File: src/sv/power_trend_life_monitor_core_defines.svh
// Assertion macros used by the power trend monitor RTL (ptlm_ctrl).
// Depends on nothing; files that assert include it by name.
`ifndef POWER_TREND_LIFE_MONITOR_CORE_DEFINES_SVH
`define POWER_TREND_LIFE_MONITOR_CORE_DEFINES_SVH
`ifndef SYNTHESIS
`define PTLM_ASSERT(lbl, cond) \
  lbl: assert property (@(posedge clk) disable iff (!rst_n) (cond)) \
    else $error("ptlm assertion failed");
`define PTLM_ASSERT_NEXT(lbl, ante, cons) \
  lbl: assert property (@(posedge clk) disable iff (!rst_n) (ante) |=> (cons)) \
    else $error("ptlm assertion failed");
`else
`define PTLM_ASSERT(lbl, cond)
`define PTLM_ASSERT_NEXT(lbl, ante, cons)
`endif
`endif

File: src/sv/ptlm_pkg.sv
// Shared widths, command codes and control structs of the power trend monitor.
// No dependencies.
package ptlm_pkg;
  localparam int SHOT_W  = 24;
  localparam int POW_W   = 16;
  localparam int CNT_W   = 13;
  localparam int SS_W    = 36;
  localparam int SP_W    = 28;
  localparam int SQ_W    = 60;
  localparam int SSP_W   = 52;
  localparam int DEN_W   = 73;
  localparam int NUM_W   = 64;
  localparam int MP_W    = 89;
  localparam int MB_W    = 36;
  localparam int REM_W   = DEN_W + 1;
  localparam int FRAC_W  = 16;
  localparam int SLOPE_W = 32;
  localparam int RUL_W   = 30;
  localparam int MCNT_W  = 6;
  localparam int DCNT_W  = 7;
  localparam int SEL_W   = 3;

  localparam logic [CNT_W-1:0] MAX_SAMPLES = CNT_W'(4096);
  localparam logic [RUL_W-1:0] RUL_UNLIMITED = RUL_W'(1000000000);

  localparam logic [2:0] OP_NONE      = 3'd0;
  localparam logic [2:0] OP_LOAD      = 3'd1;
  localparam logic [2:0] OP_MUL_START = 3'd2;
  localparam logic [2:0] OP_MUL_SAVE  = 3'd3;
  localparam logic [2:0] OP_DIV_START = 3'd4;
  localparam logic [2:0] OP_DIV_SAVE  = 3'd5;
  localparam logic [2:0] OP_PUBLISH   = 3'd6;

  // product steps
  localparam logic [SEL_W-1:0] SEL_N_SQ   = 3'd0;
  localparam logic [SEL_W-1:0] SEL_SS_SS  = 3'd1;
  localparam logic [SEL_W-1:0] SEL_N_SP   = 3'd2;
  localparam logic [SEL_W-1:0] SEL_SS_SPW = 3'd3;
  localparam logic [SEL_W-1:0] SEL_DIFF   = 3'd4;
  // division steps
  localparam logic [SEL_W-1:0] SEL_SLOPE  = 3'd0;
  localparam logic [SEL_W-1:0] SEL_RUL    = 3'd1;

  typedef struct packed {
    logic [2:0]       op;
    logic [SEL_W-1:0] sel;
  } cmd_t;

  typedef struct packed {
    logic busy;
    logic out_free;
  } status_t;
endpackage

File: src/sv/ptlm_ctrl.sv
// Sequencer of the power trend monitor: issues load, multiply, divide and
// publish commands to the datapath. Depends on ptlm_pkg and the defines header.
`include "power_trend_life_monitor_core_defines.svh"
module ptlm_ctrl (
  input  logic              clk,
  input  logic              rst_n,
  input  logic              in_valid,
  output logic              in_ready,
  input  ptlm_pkg::status_t sts,
  output ptlm_pkg::cmd_t    cmd
);
  localparam logic [2:0] ST_IDLE  = 3'd0;
  localparam logic [2:0] ST_MUL   = 3'd1;
  localparam logic [2:0] ST_MWAIT = 3'd2;
  localparam logic [2:0] ST_DIV   = 3'd3;
  localparam logic [2:0] ST_DWAIT = 3'd4;
  localparam logic [2:0] ST_OUT   = 3'd5;

  logic [2:0]                 state_r, state_nxt;
  logic [ptlm_pkg::SEL_W-1:0] step_r, step_nxt;

  assign in_ready = (state_r == ST_IDLE);

  always_comb begin
    state_nxt = state_r;
    step_nxt  = step_r;
    cmd.op    = ptlm_pkg::OP_NONE;
    cmd.sel   = step_r;
    case (state_r)
      ST_IDLE: begin
        if (in_valid) begin
          cmd.op    = ptlm_pkg::OP_LOAD;
          step_nxt  = ptlm_pkg::SEL_N_SQ;
          state_nxt = ST_MUL;
        end
      end
      ST_MUL: begin
        cmd.op    = ptlm_pkg::OP_MUL_START;
        state_nxt = ST_MWAIT;
      end
      ST_MWAIT: begin
        if (!sts.busy) begin
          cmd.op = ptlm_pkg::OP_MUL_SAVE;
          if (step_r == ptlm_pkg::SEL_DIFF) begin
            step_nxt  = ptlm_pkg::SEL_SLOPE;
            state_nxt = ST_DIV;
          end else begin
            step_nxt  = step_r + 1'b1;
            state_nxt = ST_MUL;
          end
        end
      end
      ST_DIV: begin
        cmd.op    = ptlm_pkg::OP_DIV_START;
        state_nxt = ST_DWAIT;
      end
      ST_DWAIT: begin
        if (!sts.busy) begin
          cmd.op = ptlm_pkg::OP_DIV_SAVE;
          if (step_r == ptlm_pkg::SEL_RUL) begin
            state_nxt = ST_OUT;
          end else begin
            step_nxt  = ptlm_pkg::SEL_RUL;
            state_nxt = ST_DIV;
          end
        end
      end
      ST_OUT: begin
        // hold until the result register is free
        if (sts.out_free) begin
          cmd.op    = ptlm_pkg::OP_PUBLISH;
          state_nxt = ST_IDLE;
        end
      end
      default: state_nxt = ST_IDLE;
    endcase
  end

  always_ff @(posedge clk) begin
    if (!rst_n) begin
      state_r <= ST_IDLE;
      step_r  <= '0;
    end else begin
      state_r <= state_nxt;
      step_r  <= step_nxt;
    end
  end

  `PTLM_ASSERT(a_publish_free, (cmd.op != ptlm_pkg::OP_PUBLISH) || sts.out_free)
  `PTLM_ASSERT(a_start_idle_unit,
      !(cmd.op == ptlm_pkg::OP_MUL_START || cmd.op == ptlm_pkg::OP_DIV_START) || !sts.busy)
  `PTLM_ASSERT_NEXT(a_load_then_mul, in_valid && in_ready, state_r == ST_MUL)
endmodule

File: src/sv/ptlm_dp.sv
// Datapath of the power trend monitor: running sums, a bit-serial multiplier,
// a restoring divider and the result register. Depends on ptlm_pkg.
module ptlm_dp (
  input  logic                          clk,
  input  logic                          rst_n,
  input  ptlm_pkg::cmd_t                cmd,
  output ptlm_pkg::status_t             sts,
  input  logic                          cfg_valid,
  input  logic [15:0]                   cfg_data,
  input  logic [ptlm_pkg::SHOT_W-1:0]   in_shot_index,
  input  logic [ptlm_pkg::POW_W-1:0]    in_power_sample,
  output logic                          out_valid,
  input  logic                          out_ready,
  output logic [ptlm_pkg::CNT_W-1:0]    out_sample_total,
  output logic [ptlm_pkg::POW_W-1:0]    out_latest_power,
  output logic signed [ptlm_pkg::SLOPE_W-1:0] out_trend_slope,
  output logic                          out_service_due,
  output logic [ptlm_pkg::RUL_W-1:0]    out_shots_remaining,
  output logic                          out_sample_rejected
);
  localparam int MP_W  = ptlm_pkg::MP_W;
  localparam int DEN_W = ptlm_pkg::DEN_W;
  localparam int NUM_W = ptlm_pkg::NUM_W;
  localparam int REM_W = ptlm_pkg::REM_W;
  localparam int MB_W  = ptlm_pkg::MB_W;

  logic [15:0]                  floor_r;
  logic [ptlm_pkg::CNT_W-1:0]   count_r;
  logic [ptlm_pkg::SS_W-1:0]    ss_r;
  logic [ptlm_pkg::SP_W-1:0]    sp_r;
  logic [ptlm_pkg::SQ_W-1:0]    sq_r;
  logic [ptlm_pkg::SSP_W-1:0]   ssp_r;
  logic [ptlm_pkg::POW_W-1:0]   last_r;
  logic                         rej_r;

  logic [DEN_W-1:0]             t_r, den_r;
  logic [NUM_W-1:0]             num_mag_r;
  logic                         num_neg_r;
  logic [MP_W-1:0]              prod_r;

  logic [DEN_W-1:0]             mul_a_r;
  logic [MB_W-1:0]              mul_b_r;
  logic [MP_W-1:0]              mul_p_r;
  logic [ptlm_pkg::MCNT_W-1:0]  mul_cnt_r;

  logic [MP_W-1:0]              div_q_r;
  logic [REM_W-1:0]             div_rem_r;
  logic [DEN_W-1:0]             div_d_r;
  logic [ptlm_pkg::DCNT_W-1:0]  div_cnt_r;

  logic [ptlm_pkg::SLOPE_W-1:0] slope_r;
  logic                         svc_r;
  logic [ptlm_pkg::RUL_W-1:0]   rul_r;

  logic                         ov_r;
  logic [ptlm_pkg::CNT_W-1:0]   o_cnt_r;
  logic [ptlm_pkg::POW_W-1:0]   o_last_r;
  logic [ptlm_pkg::SLOPE_W-1:0] o_slope_r;
  logic                         o_svc_r;
  logic [ptlm_pkg::RUL_W-1:0]   o_rul_r;
  logic                         o_rej_r;

  logic [DEN_W-1:0]             op_a;
  logic [MB_W-1:0]              op_b;
  logic [ptlm_pkg::POW_W-1:0]   diff;
  logic [REM_W-1:0]             rem_sh;
  logic                         rem_ge;
  logic                         den_zero, q_sat, service;
  logic [2*ptlm_pkg::SHOT_W-1:0]             shot_sq;
  logic [ptlm_pkg::SHOT_W+ptlm_pkg::POW_W-1:0] shot_pw;

  assign diff     = last_r - floor_r;
  assign den_zero = (den_r == '0);
  assign service  = (last_r <= floor_r);
  assign q_sat    = |div_q_r[MP_W-1:ptlm_pkg::SLOPE_W-1];

  // full-width products of the incoming beat
  assign shot_sq = in_shot_index * in_shot_index;
  assign shot_pw = in_shot_index * in_power_sample;

  assign sts.busy     = (mul_cnt_r != '0) || (div_cnt_r != '0);
  assign sts.out_free = !ov_r || out_ready;

  always_comb begin
    case (cmd.sel)
      ptlm_pkg::SEL_N_SQ:   begin
        op_a = DEN_W'(sq_r);  op_b = MB_W'(count_r);
      end
      ptlm_pkg::SEL_SS_SS:  begin
        op_a = DEN_W'(ss_r);  op_b = ss_r;
      end
      ptlm_pkg::SEL_N_SP:   begin
        op_a = DEN_W'(ssp_r); op_b = MB_W'(count_r);
      end
      ptlm_pkg::SEL_SS_SPW: begin
        op_a = DEN_W'(ss_r);  op_b = MB_W'(sp_r);
      end
      ptlm_pkg::SEL_DIFF:   begin
        op_a = den_r;         op_b = MB_W'(diff);
      end
      default: begin
        op_a = '0;            op_b = '0;
      end
    endcase
  end

  assign rem_sh = {div_rem_r[REM_W-2:0], div_q_r[MP_W-1]};
  assign rem_ge = (rem_sh >= {1'b0, div_d_r});

  // configuration and result handshake state
  always_ff @(posedge clk) begin
    if (!rst_n) begin
      floor_r <= '0;
      ov_r    <= 1'b0;
    end else begin
      if (cfg_valid) floor_r <= cfg_data;
      if (cmd.op == ptlm_pkg::OP_PUBLISH) ov_r <= 1'b1;
      else if (out_ready)                 ov_r <= 1'b0;
    end
  end

  // running sums
  always_ff @(posedge clk) begin
    if (!rst_n) begin
      count_r <= '0;
      ss_r    <= '0;
      sp_r    <= '0;
      sq_r    <= '0;
      ssp_r   <= '0;
      last_r  <= '0;
      rej_r   <= 1'b0;
    end else if (cmd.op == ptlm_pkg::OP_LOAD) begin
      if (count_r >= ptlm_pkg::MAX_SAMPLES) begin
        rej_r <= 1'b1;
      end else begin
        rej_r   <= 1'b0;
        count_r <= count_r + 1'b1;
        ss_r    <= ss_r + ptlm_pkg::SS_W'(in_shot_index);
        sp_r    <= sp_r + ptlm_pkg::SP_W'(in_power_sample);
        sq_r    <= sq_r + ptlm_pkg::SQ_W'(shot_sq);
        ssp_r   <= ssp_r + ptlm_pkg::SSP_W'(shot_pw);
        last_r  <= in_power_sample;
      end
    end
  end

  // multiplier and divider sequencing counters
  always_ff @(posedge clk) begin
    if (!rst_n) begin
      mul_cnt_r <= '0;
      div_cnt_r <= '0;
    end else begin
      if (cmd.op == ptlm_pkg::OP_MUL_START) mul_cnt_r <= ptlm_pkg::MCNT_W'(MB_W);
      else if (mul_cnt_r != '0)             mul_cnt_r <= mul_cnt_r - 1'b1;
      if (cmd.op == ptlm_pkg::OP_DIV_START) div_cnt_r <= ptlm_pkg::DCNT_W'(MP_W);
      else if (div_cnt_r != '0)             div_cnt_r <= div_cnt_r - 1'b1;
    end
  end

  // payload: one multiplier bit and one quotient bit per cycle
  always_ff @(posedge clk) begin
    if (cmd.op == ptlm_pkg::OP_MUL_START) begin
      mul_a_r <= op_a;
      mul_b_r <= op_b;
      mul_p_r <= '0;
    end else if (mul_cnt_r != '0) begin
      mul_p_r <= {mul_p_r[MP_W-2:0], 1'b0}
               + (mul_b_r[MB_W-1] ? MP_W'(mul_a_r) : '0);
      mul_b_r <= {mul_b_r[MB_W-2:0], 1'b0};
    end

    if (cmd.op == ptlm_pkg::OP_DIV_START) begin
      div_rem_r <= '0;
      if (cmd.sel == ptlm_pkg::SEL_SLOPE) begin
        div_q_r <= {(MP_W-NUM_W-ptlm_pkg::FRAC_W)'(0), num_mag_r,
                    ptlm_pkg::FRAC_W'(0)};
        div_d_r <= den_r;
      end else begin
        div_q_r <= prod_r;
        div_d_r <= DEN_W'(num_mag_r);
      end
    end else if (div_cnt_r != '0) begin
      div_rem_r <= rem_ge ? (rem_sh - {1'b0, div_d_r}) : rem_sh;
      div_q_r   <= {div_q_r[MP_W-2:0], rem_ge};
    end

    if (cmd.op == ptlm_pkg::OP_MUL_SAVE) begin
      case (cmd.sel)
        ptlm_pkg::SEL_N_SQ, ptlm_pkg::SEL_N_SP: t_r <= mul_p_r[DEN_W-1:0];
        ptlm_pkg::SEL_SS_SS:
          den_r <= (t_r >= mul_p_r[DEN_W-1:0]) ? (t_r - mul_p_r[DEN_W-1:0]) : '0;
        ptlm_pkg::SEL_SS_SPW: begin
          num_neg_r <= (t_r < mul_p_r[DEN_W-1:0]);
          num_mag_r <= (t_r < mul_p_r[DEN_W-1:0]) ?
                       NUM_W'(mul_p_r[DEN_W-1:0] - t_r) :
                       NUM_W'(t_r - mul_p_r[DEN_W-1:0]);
        end
        ptlm_pkg::SEL_DIFF: prod_r <= mul_p_r;
        default: ;
      endcase
    end

    if (cmd.op == ptlm_pkg::OP_DIV_SAVE) begin
      if (cmd.sel == ptlm_pkg::SEL_SLOPE) begin
        if (den_zero)       slope_r <= '0;
        else if (num_neg_r) slope_r <= q_sat ? 32'h8000_0000 : (32'd0 - div_q_r[31:0]);
        else                slope_r <= q_sat ? 32'h7FFF_FFFF : div_q_r[31:0];
      end else begin
        svc_r <= service;
        if (service)
          rul_r <= '0;
        else if (num_neg_r && !den_zero)
          rul_r <= (div_q_r > MP_W'(ptlm_pkg::RUL_UNLIMITED)) ?
                   ptlm_pkg::RUL_UNLIMITED : div_q_r[ptlm_pkg::RUL_W-1:0];
        else
          rul_r <= ptlm_pkg::RUL_UNLIMITED;
      end
    end

    if (cmd.op == ptlm_pkg::OP_PUBLISH) begin
      o_cnt_r   <= count_r;
      o_last_r  <= last_r;
      o_slope_r <= slope_r;
      o_svc_r   <= svc_r;
      o_rul_r   <= rul_r;
      o_rej_r   <= rej_r;
    end
  end

  assign out_valid           = ov_r;
  assign out_sample_total    = o_cnt_r;
  assign out_latest_power    = o_last_r;
  assign out_trend_slope     = o_slope_r;
  assign out_service_due     = o_svc_r;
  assign out_shots_remaining = o_rul_r;
  assign out_sample_rejected = o_rej_r;
endmodule

File: src/sv/power_trend_life_monitor_core.sv
// Optical power trend and remaining-life monitor, top level.
// Joins the ptlm_ctrl sequencer and the ptlm_dp datapath; uses ptlm_pkg.
//
// Input channel (in_valid/in_ready): one beat carries a shot index and a
// power sample. Result channel (out_valid/out_ready): one health beat per
// input beat with count, latest power, Q16.16 slope, service flag, shots
// remaining and a rejected flag. Config channel (cfg_valid/cfg_ready) writes
// the power floor; it is always ready and is meant to be written while idle.
//
// Each sample runs, from accept to out_valid, through five products, each a
// start, 36 shift-add steps and a save; two restoring divisions of 89
// steps with the same start and save; and one publish. One sample is in
// flight at a time; in_ready is high only while the sequencer is idle, so
// a new sample is taken only once the last one is published. The finished
// result sits in an output register, so the next sample is accepted while a
// result waits; a stalled receiver holds the result and, once the next one
// is computed, the sequencer waits for it.
// Synchronous reset clears the sums, the count, the floor and out_valid.
module power_trend_life_monitor_core (
  input  logic                         clk,
  input  logic                         rst_n,
  input  logic                         in_valid,
  output logic                         in_ready,
  input  logic [ptlm_pkg::SHOT_W-1:0]  in_shot_index,
  input  logic [ptlm_pkg::POW_W-1:0]   in_power_sample,
  output logic                         out_valid,
  input  logic                         out_ready,
  output logic [ptlm_pkg::CNT_W-1:0]   out_sample_total,
  output logic [ptlm_pkg::POW_W-1:0]   out_latest_power,
  output logic signed [ptlm_pkg::SLOPE_W-1:0] out_trend_slope,
  output logic                         out_service_due,
  output logic [ptlm_pkg::RUL_W-1:0]   out_shots_remaining,
  output logic                         out_sample_rejected,
  input  logic                         cfg_valid,
  output logic                         cfg_ready,
  input  logic [15:0]                  cfg_data
);
  ptlm_pkg::cmd_t    cmd;
  ptlm_pkg::status_t sts;

  assign cfg_ready = 1'b1;

  ptlm_ctrl u_ctrl (
    .clk      (clk),
    .rst_n    (rst_n),
    .in_valid (in_valid),
    .in_ready (in_ready),
    .sts      (sts),
    .cmd      (cmd)
  );

  ptlm_dp u_dp (
    .clk                 (clk),
    .rst_n               (rst_n),
    .cmd                 (cmd),
    .sts                 (sts),
    .cfg_valid           (cfg_valid),
    .cfg_data            (cfg_data),
    .in_shot_index       (in_shot_index),
    .in_power_sample     (in_power_sample),
    .out_valid           (out_valid),
    .out_ready           (out_ready),
    .out_sample_total    (out_sample_total),
    .out_latest_power    (out_latest_power),
    .out_trend_slope     (out_trend_slope),
    .out_service_due     (out_service_due),
    .out_shots_remaining (out_shots_remaining),
    .out_sample_rejected (out_sample_rejected)
  );
endmodule
File: config.mk
export PLATFORM = sky130hd
export DESIGN_NAME = power_trend_life_monitor_core
export DESIGN_NICKNAME = d
export VERILOG_FILES = /design/src/sv/ptlm_pkg.sv /design/src/sv/ptlm_ctrl.sv /design/src/sv/ptlm_dp.sv /design/src/sv/power_trend_life_monitor_core.sv
export VERILOG_INCLUDE_DIRS = /design/src /design/src/sv
export SDC_FILE = /design/constraint.sdc
export NUM_CORES = 2
export LEC_CHECK = 0
export BUFFER_PORTS_ARGS = -buffer_cell sky130_fd_sc_hd__buf_2
export CELL_PAD_IN_SITES_DETAIL_PLACEMENT = 1
export CELL_PAD_IN_SITES_GLOBAL_PLACEMENT = 1
export CORE_MARGIN = 4
export CORE_UTILIZATION = 56
export CTS_BUF_LIST = sky130_fd_sc_hd__clkbuf_8
export DETAILED_ROUTE_END_ITERATION = 12
export GPL_TIMING_DRIVEN = 0
export PLACE_DENSITY = 0.89
export SLEW_MARGIN = 10
export SYNTH_ARGS = -nofsm -noshare
export SYNTH_HDL_FRONTEND = slang
export SYNTH_SLANG_ARGS = --single-unit
File: constraint.sdc
create_clock -name clk -period 14.6 [get_ports clk]
set_clock_uncertainty 0.2 [all_clocks]
set_input_delay 2.19 -clock clk [delete_from_list [all_inputs] [get_ports clk]]
set_output_delay 2.19 -clock clk [all_outputs]
set_load 0.01 [all_outputs]
==> results.cfg <==
[critical_path]
crit_fanout = 11
worst_setup_path_end_kind = flip-flop
rr_worst_depth = 21
crit_cells = 29
crit_path_start_kind = input pin
path_buf_inv = 8
critical_path.max_stage_delay_ns = 1.07
criticalPathCategory = input pin to flip-flop
cpLargestDelayFamily = adder cells
cp_common_cell = fa_1
crit_path_top_delay_cell = clkbuf_1
crit_required_ns = 15.22
crit_arrival_ns = 12.81
setup.reg_to_reg.worst_slack_ns = 7.16

[route]
vias_per_cell = 6.64
dr_total_vias = 89300
drc = 0
drt_first_pass_iters = 9
wl_um = 448000
drt_iter0_drc = 10200
ant_nets = 0
wire_per_inst_um = 33.3

[clocking]
ctsHoldBuffers = 0
cts_tree = done
cts_resized = 0
cts_sinks = 1131
post-cts-setup-buffers = 0
cts_root_buffer = clkbuf_8
clkLatencyLatePin_ns = 1.03
cts.path.max_buffers = 3
h-tree-depth = 4
cts_made_buffers = 193
clkTransAtPathRegs_ns = 0.07

[sta]
slew_violations = 11
setup_viol = 0
fin_crit_ns = 12.19
hold_viol = 0
maxClockFrequency_mhz = 82.0
rsz0062_at_grt = no
maxSlewHeadroom_pct = -2.18
worst_slew_pin_slew_ns = 1.53
final.setup.tns_ns = 0
finalCritPeriodShare_pct = 83.5

[status]
status = finished with violations
violations = capacitance limit, slew limit

[grt]
overflow = 0
antenna_found_initial = 34
grt_start_max_net_pins = 66
grt_pass1_vias = 96600
gr-usage-all-layers_pct = 49.7
grt_pass1_wl_um = 649000

[place]
port_buffers = 154
gp_congestion = 1.04
hpwlAfterDp_um = 349000

[die]
initial_utilization_pct = 56.5
coreArea_mm2 = 0.170
die_x_um = 422
ios = 157
std_cell_rows = 151
die_y_um = 422
die_area_mm2 = 0.178

[logic_synthesis]
syn_area_per_cell_um2 = 9.00
synthArstFlopShare_pct = 0
ys_seq_area_share_pct = 31.2
syn_inst = 10700
syn-num-nets = 12200
ys.warnings.count = 0
synth_cell_type_count = 108
ys_ff_latch = 1131
synth-edff-count = 727
ys.flop_type = edfxtp_1
synth_area_mm2 = 0.0959

[finish]
drive_above_1_share_pct = 5.65
mostFrequentLayoutCells = nand2_1 (1577), inv_1 (1523), fa_1 (828), a21oi_1 (782), edfxtp_1 (727)
syn_to_final_growth_pct = 8.43
fin_nets = 12600
final_common_cell = nand2_1

[job]
maxCapViolCount = 1

[min_path]
holdPathStages = 0
hold_path.class = flip-flop to flip-flop
==> worst paths after layout <==
path,start,endpoint
hold reg to reg,u_dp.slope_r[2],u_dp.out_trend_slope[2]
setup / recovery,in_shot_index[0],u_dp.sq_r[55]
hold / removal,u_dp.slope_r[2],u_dp.out_trend_slope[2]
setup reg to reg,u_dp.ssp_r[12],u_dp.ssp_r[51]
==> synth_stat cells (all sizes together) (179+ instances only) <==
cell type | n | area share, %
nand2 | 1578 | 6.2
inv | 1474 | 5.8
fa | 828 | 17
a21oi | 784 | 4.1
edfxtp | 727 | 23
nor2 | 673 | 2.6
ha | 649 | 8.5
clkbuf | 433 | 1.7
dfxtp | 404 | 8.4
o21ai | 379 | 2.0
and2 | 351 | 2.3
xnor2 | 285 | 2.6
a21o | 252 | 2.0
nand3 | 189 | 1.0
xor2 | 179 | 1.6
==> sequential cells by signal (all words and copies together) (netlist names), 16 cells and up <==
name and cells:
u_dp.mul_a_r 73, u_dp.mul_p_r 89, u_dp.div_q_r 89, u_dp.sq_r 60, u_dp.out_latest_power 16, u_dp.out_shots_remaining 30, u_dp.den_r 73, u_dp.floor_r 16
u_dp.t_r 73, u_dp.sp_r 28, u_dp.div_d_r 73, u_dp.div_rem_r 73, u_dp.rul_r 30, u_dp.ss_r 36, u_dp.slope_r 32, u_dp.prod_r 89
u_dp.out_trend_slope 32, u_dp.last_r 16, u_dp.num_mag_r 64, u_dp.ssp_r 52, u_dp.mul_b_r 36
==> worst reg2reg max path, delay by kind of cell, from the launching register on <==
kind                       cells  cell delay (ns)
and+or+nand+nor                4             0.92
adders and majority gates      5             2.45
AOI/OAI and AO/OA              7             2.60
DFF                            1             0.70
muxes                          1             0.12
buffers and inverters          4             0.31
==> routing by layer <==
metal	GRT usage [%]	up-vias	wire, um	share of wire (%)
met5	0.296	-	81	0.018
met1	53.0	44000	145000	32
li1	-	36300	-	-
met4	51.0	12	58500	13
met3	13.1	2661	44400	9.9
met2	78.0	6339	201000	45
==> metrics by stage <==
step / worst slack [ns] / hold WS (ns) / util, % / cells / cell area (um^2)
floorplan: 5.11 / 0.200 / - / 10700 / 95900
global placement: 2.52 / 0.202 / 58.6 / 13000 / 99500
detailed placement: 2.15 / 0.206 / 58.8 / 13100 / 99900
CTS: 3.08 / 0.222 / 61.2 / 13400 / 104000
global route: 2.56 / 0.230 / 61.2 / 13400 / 104000
finish: 2.41 / 0.219 / 61.2 / 13500 / 104000
==> kinds of logic after synthesis <==
family,share of synthesized area (%)
AOI/OAI and AO/OA,13.9
xor gates and xnor gates,4.24
adders and majority gates,25.7
buffers and inverters,8.04
DFF,31.2
muxes,0.965
other,0.00391
and+or+nand+nor,15.9
==> area by class of cell <==
cell class	instances	area, um^2
fillers	19700	65800
diodes	35	87.6
multi-input cells	7514	58400
flip-flops and latches	1131	29900
clock buffers	211	2900
repair buffers	177	1150
clock inverters	152	1080
inverters	1476	5540
well taps	2218	2780
plain buffers	541	2190
Power is not shown: default switching activity piles up to over one toggle a cycle in this logic, so the estimate is an artifact.
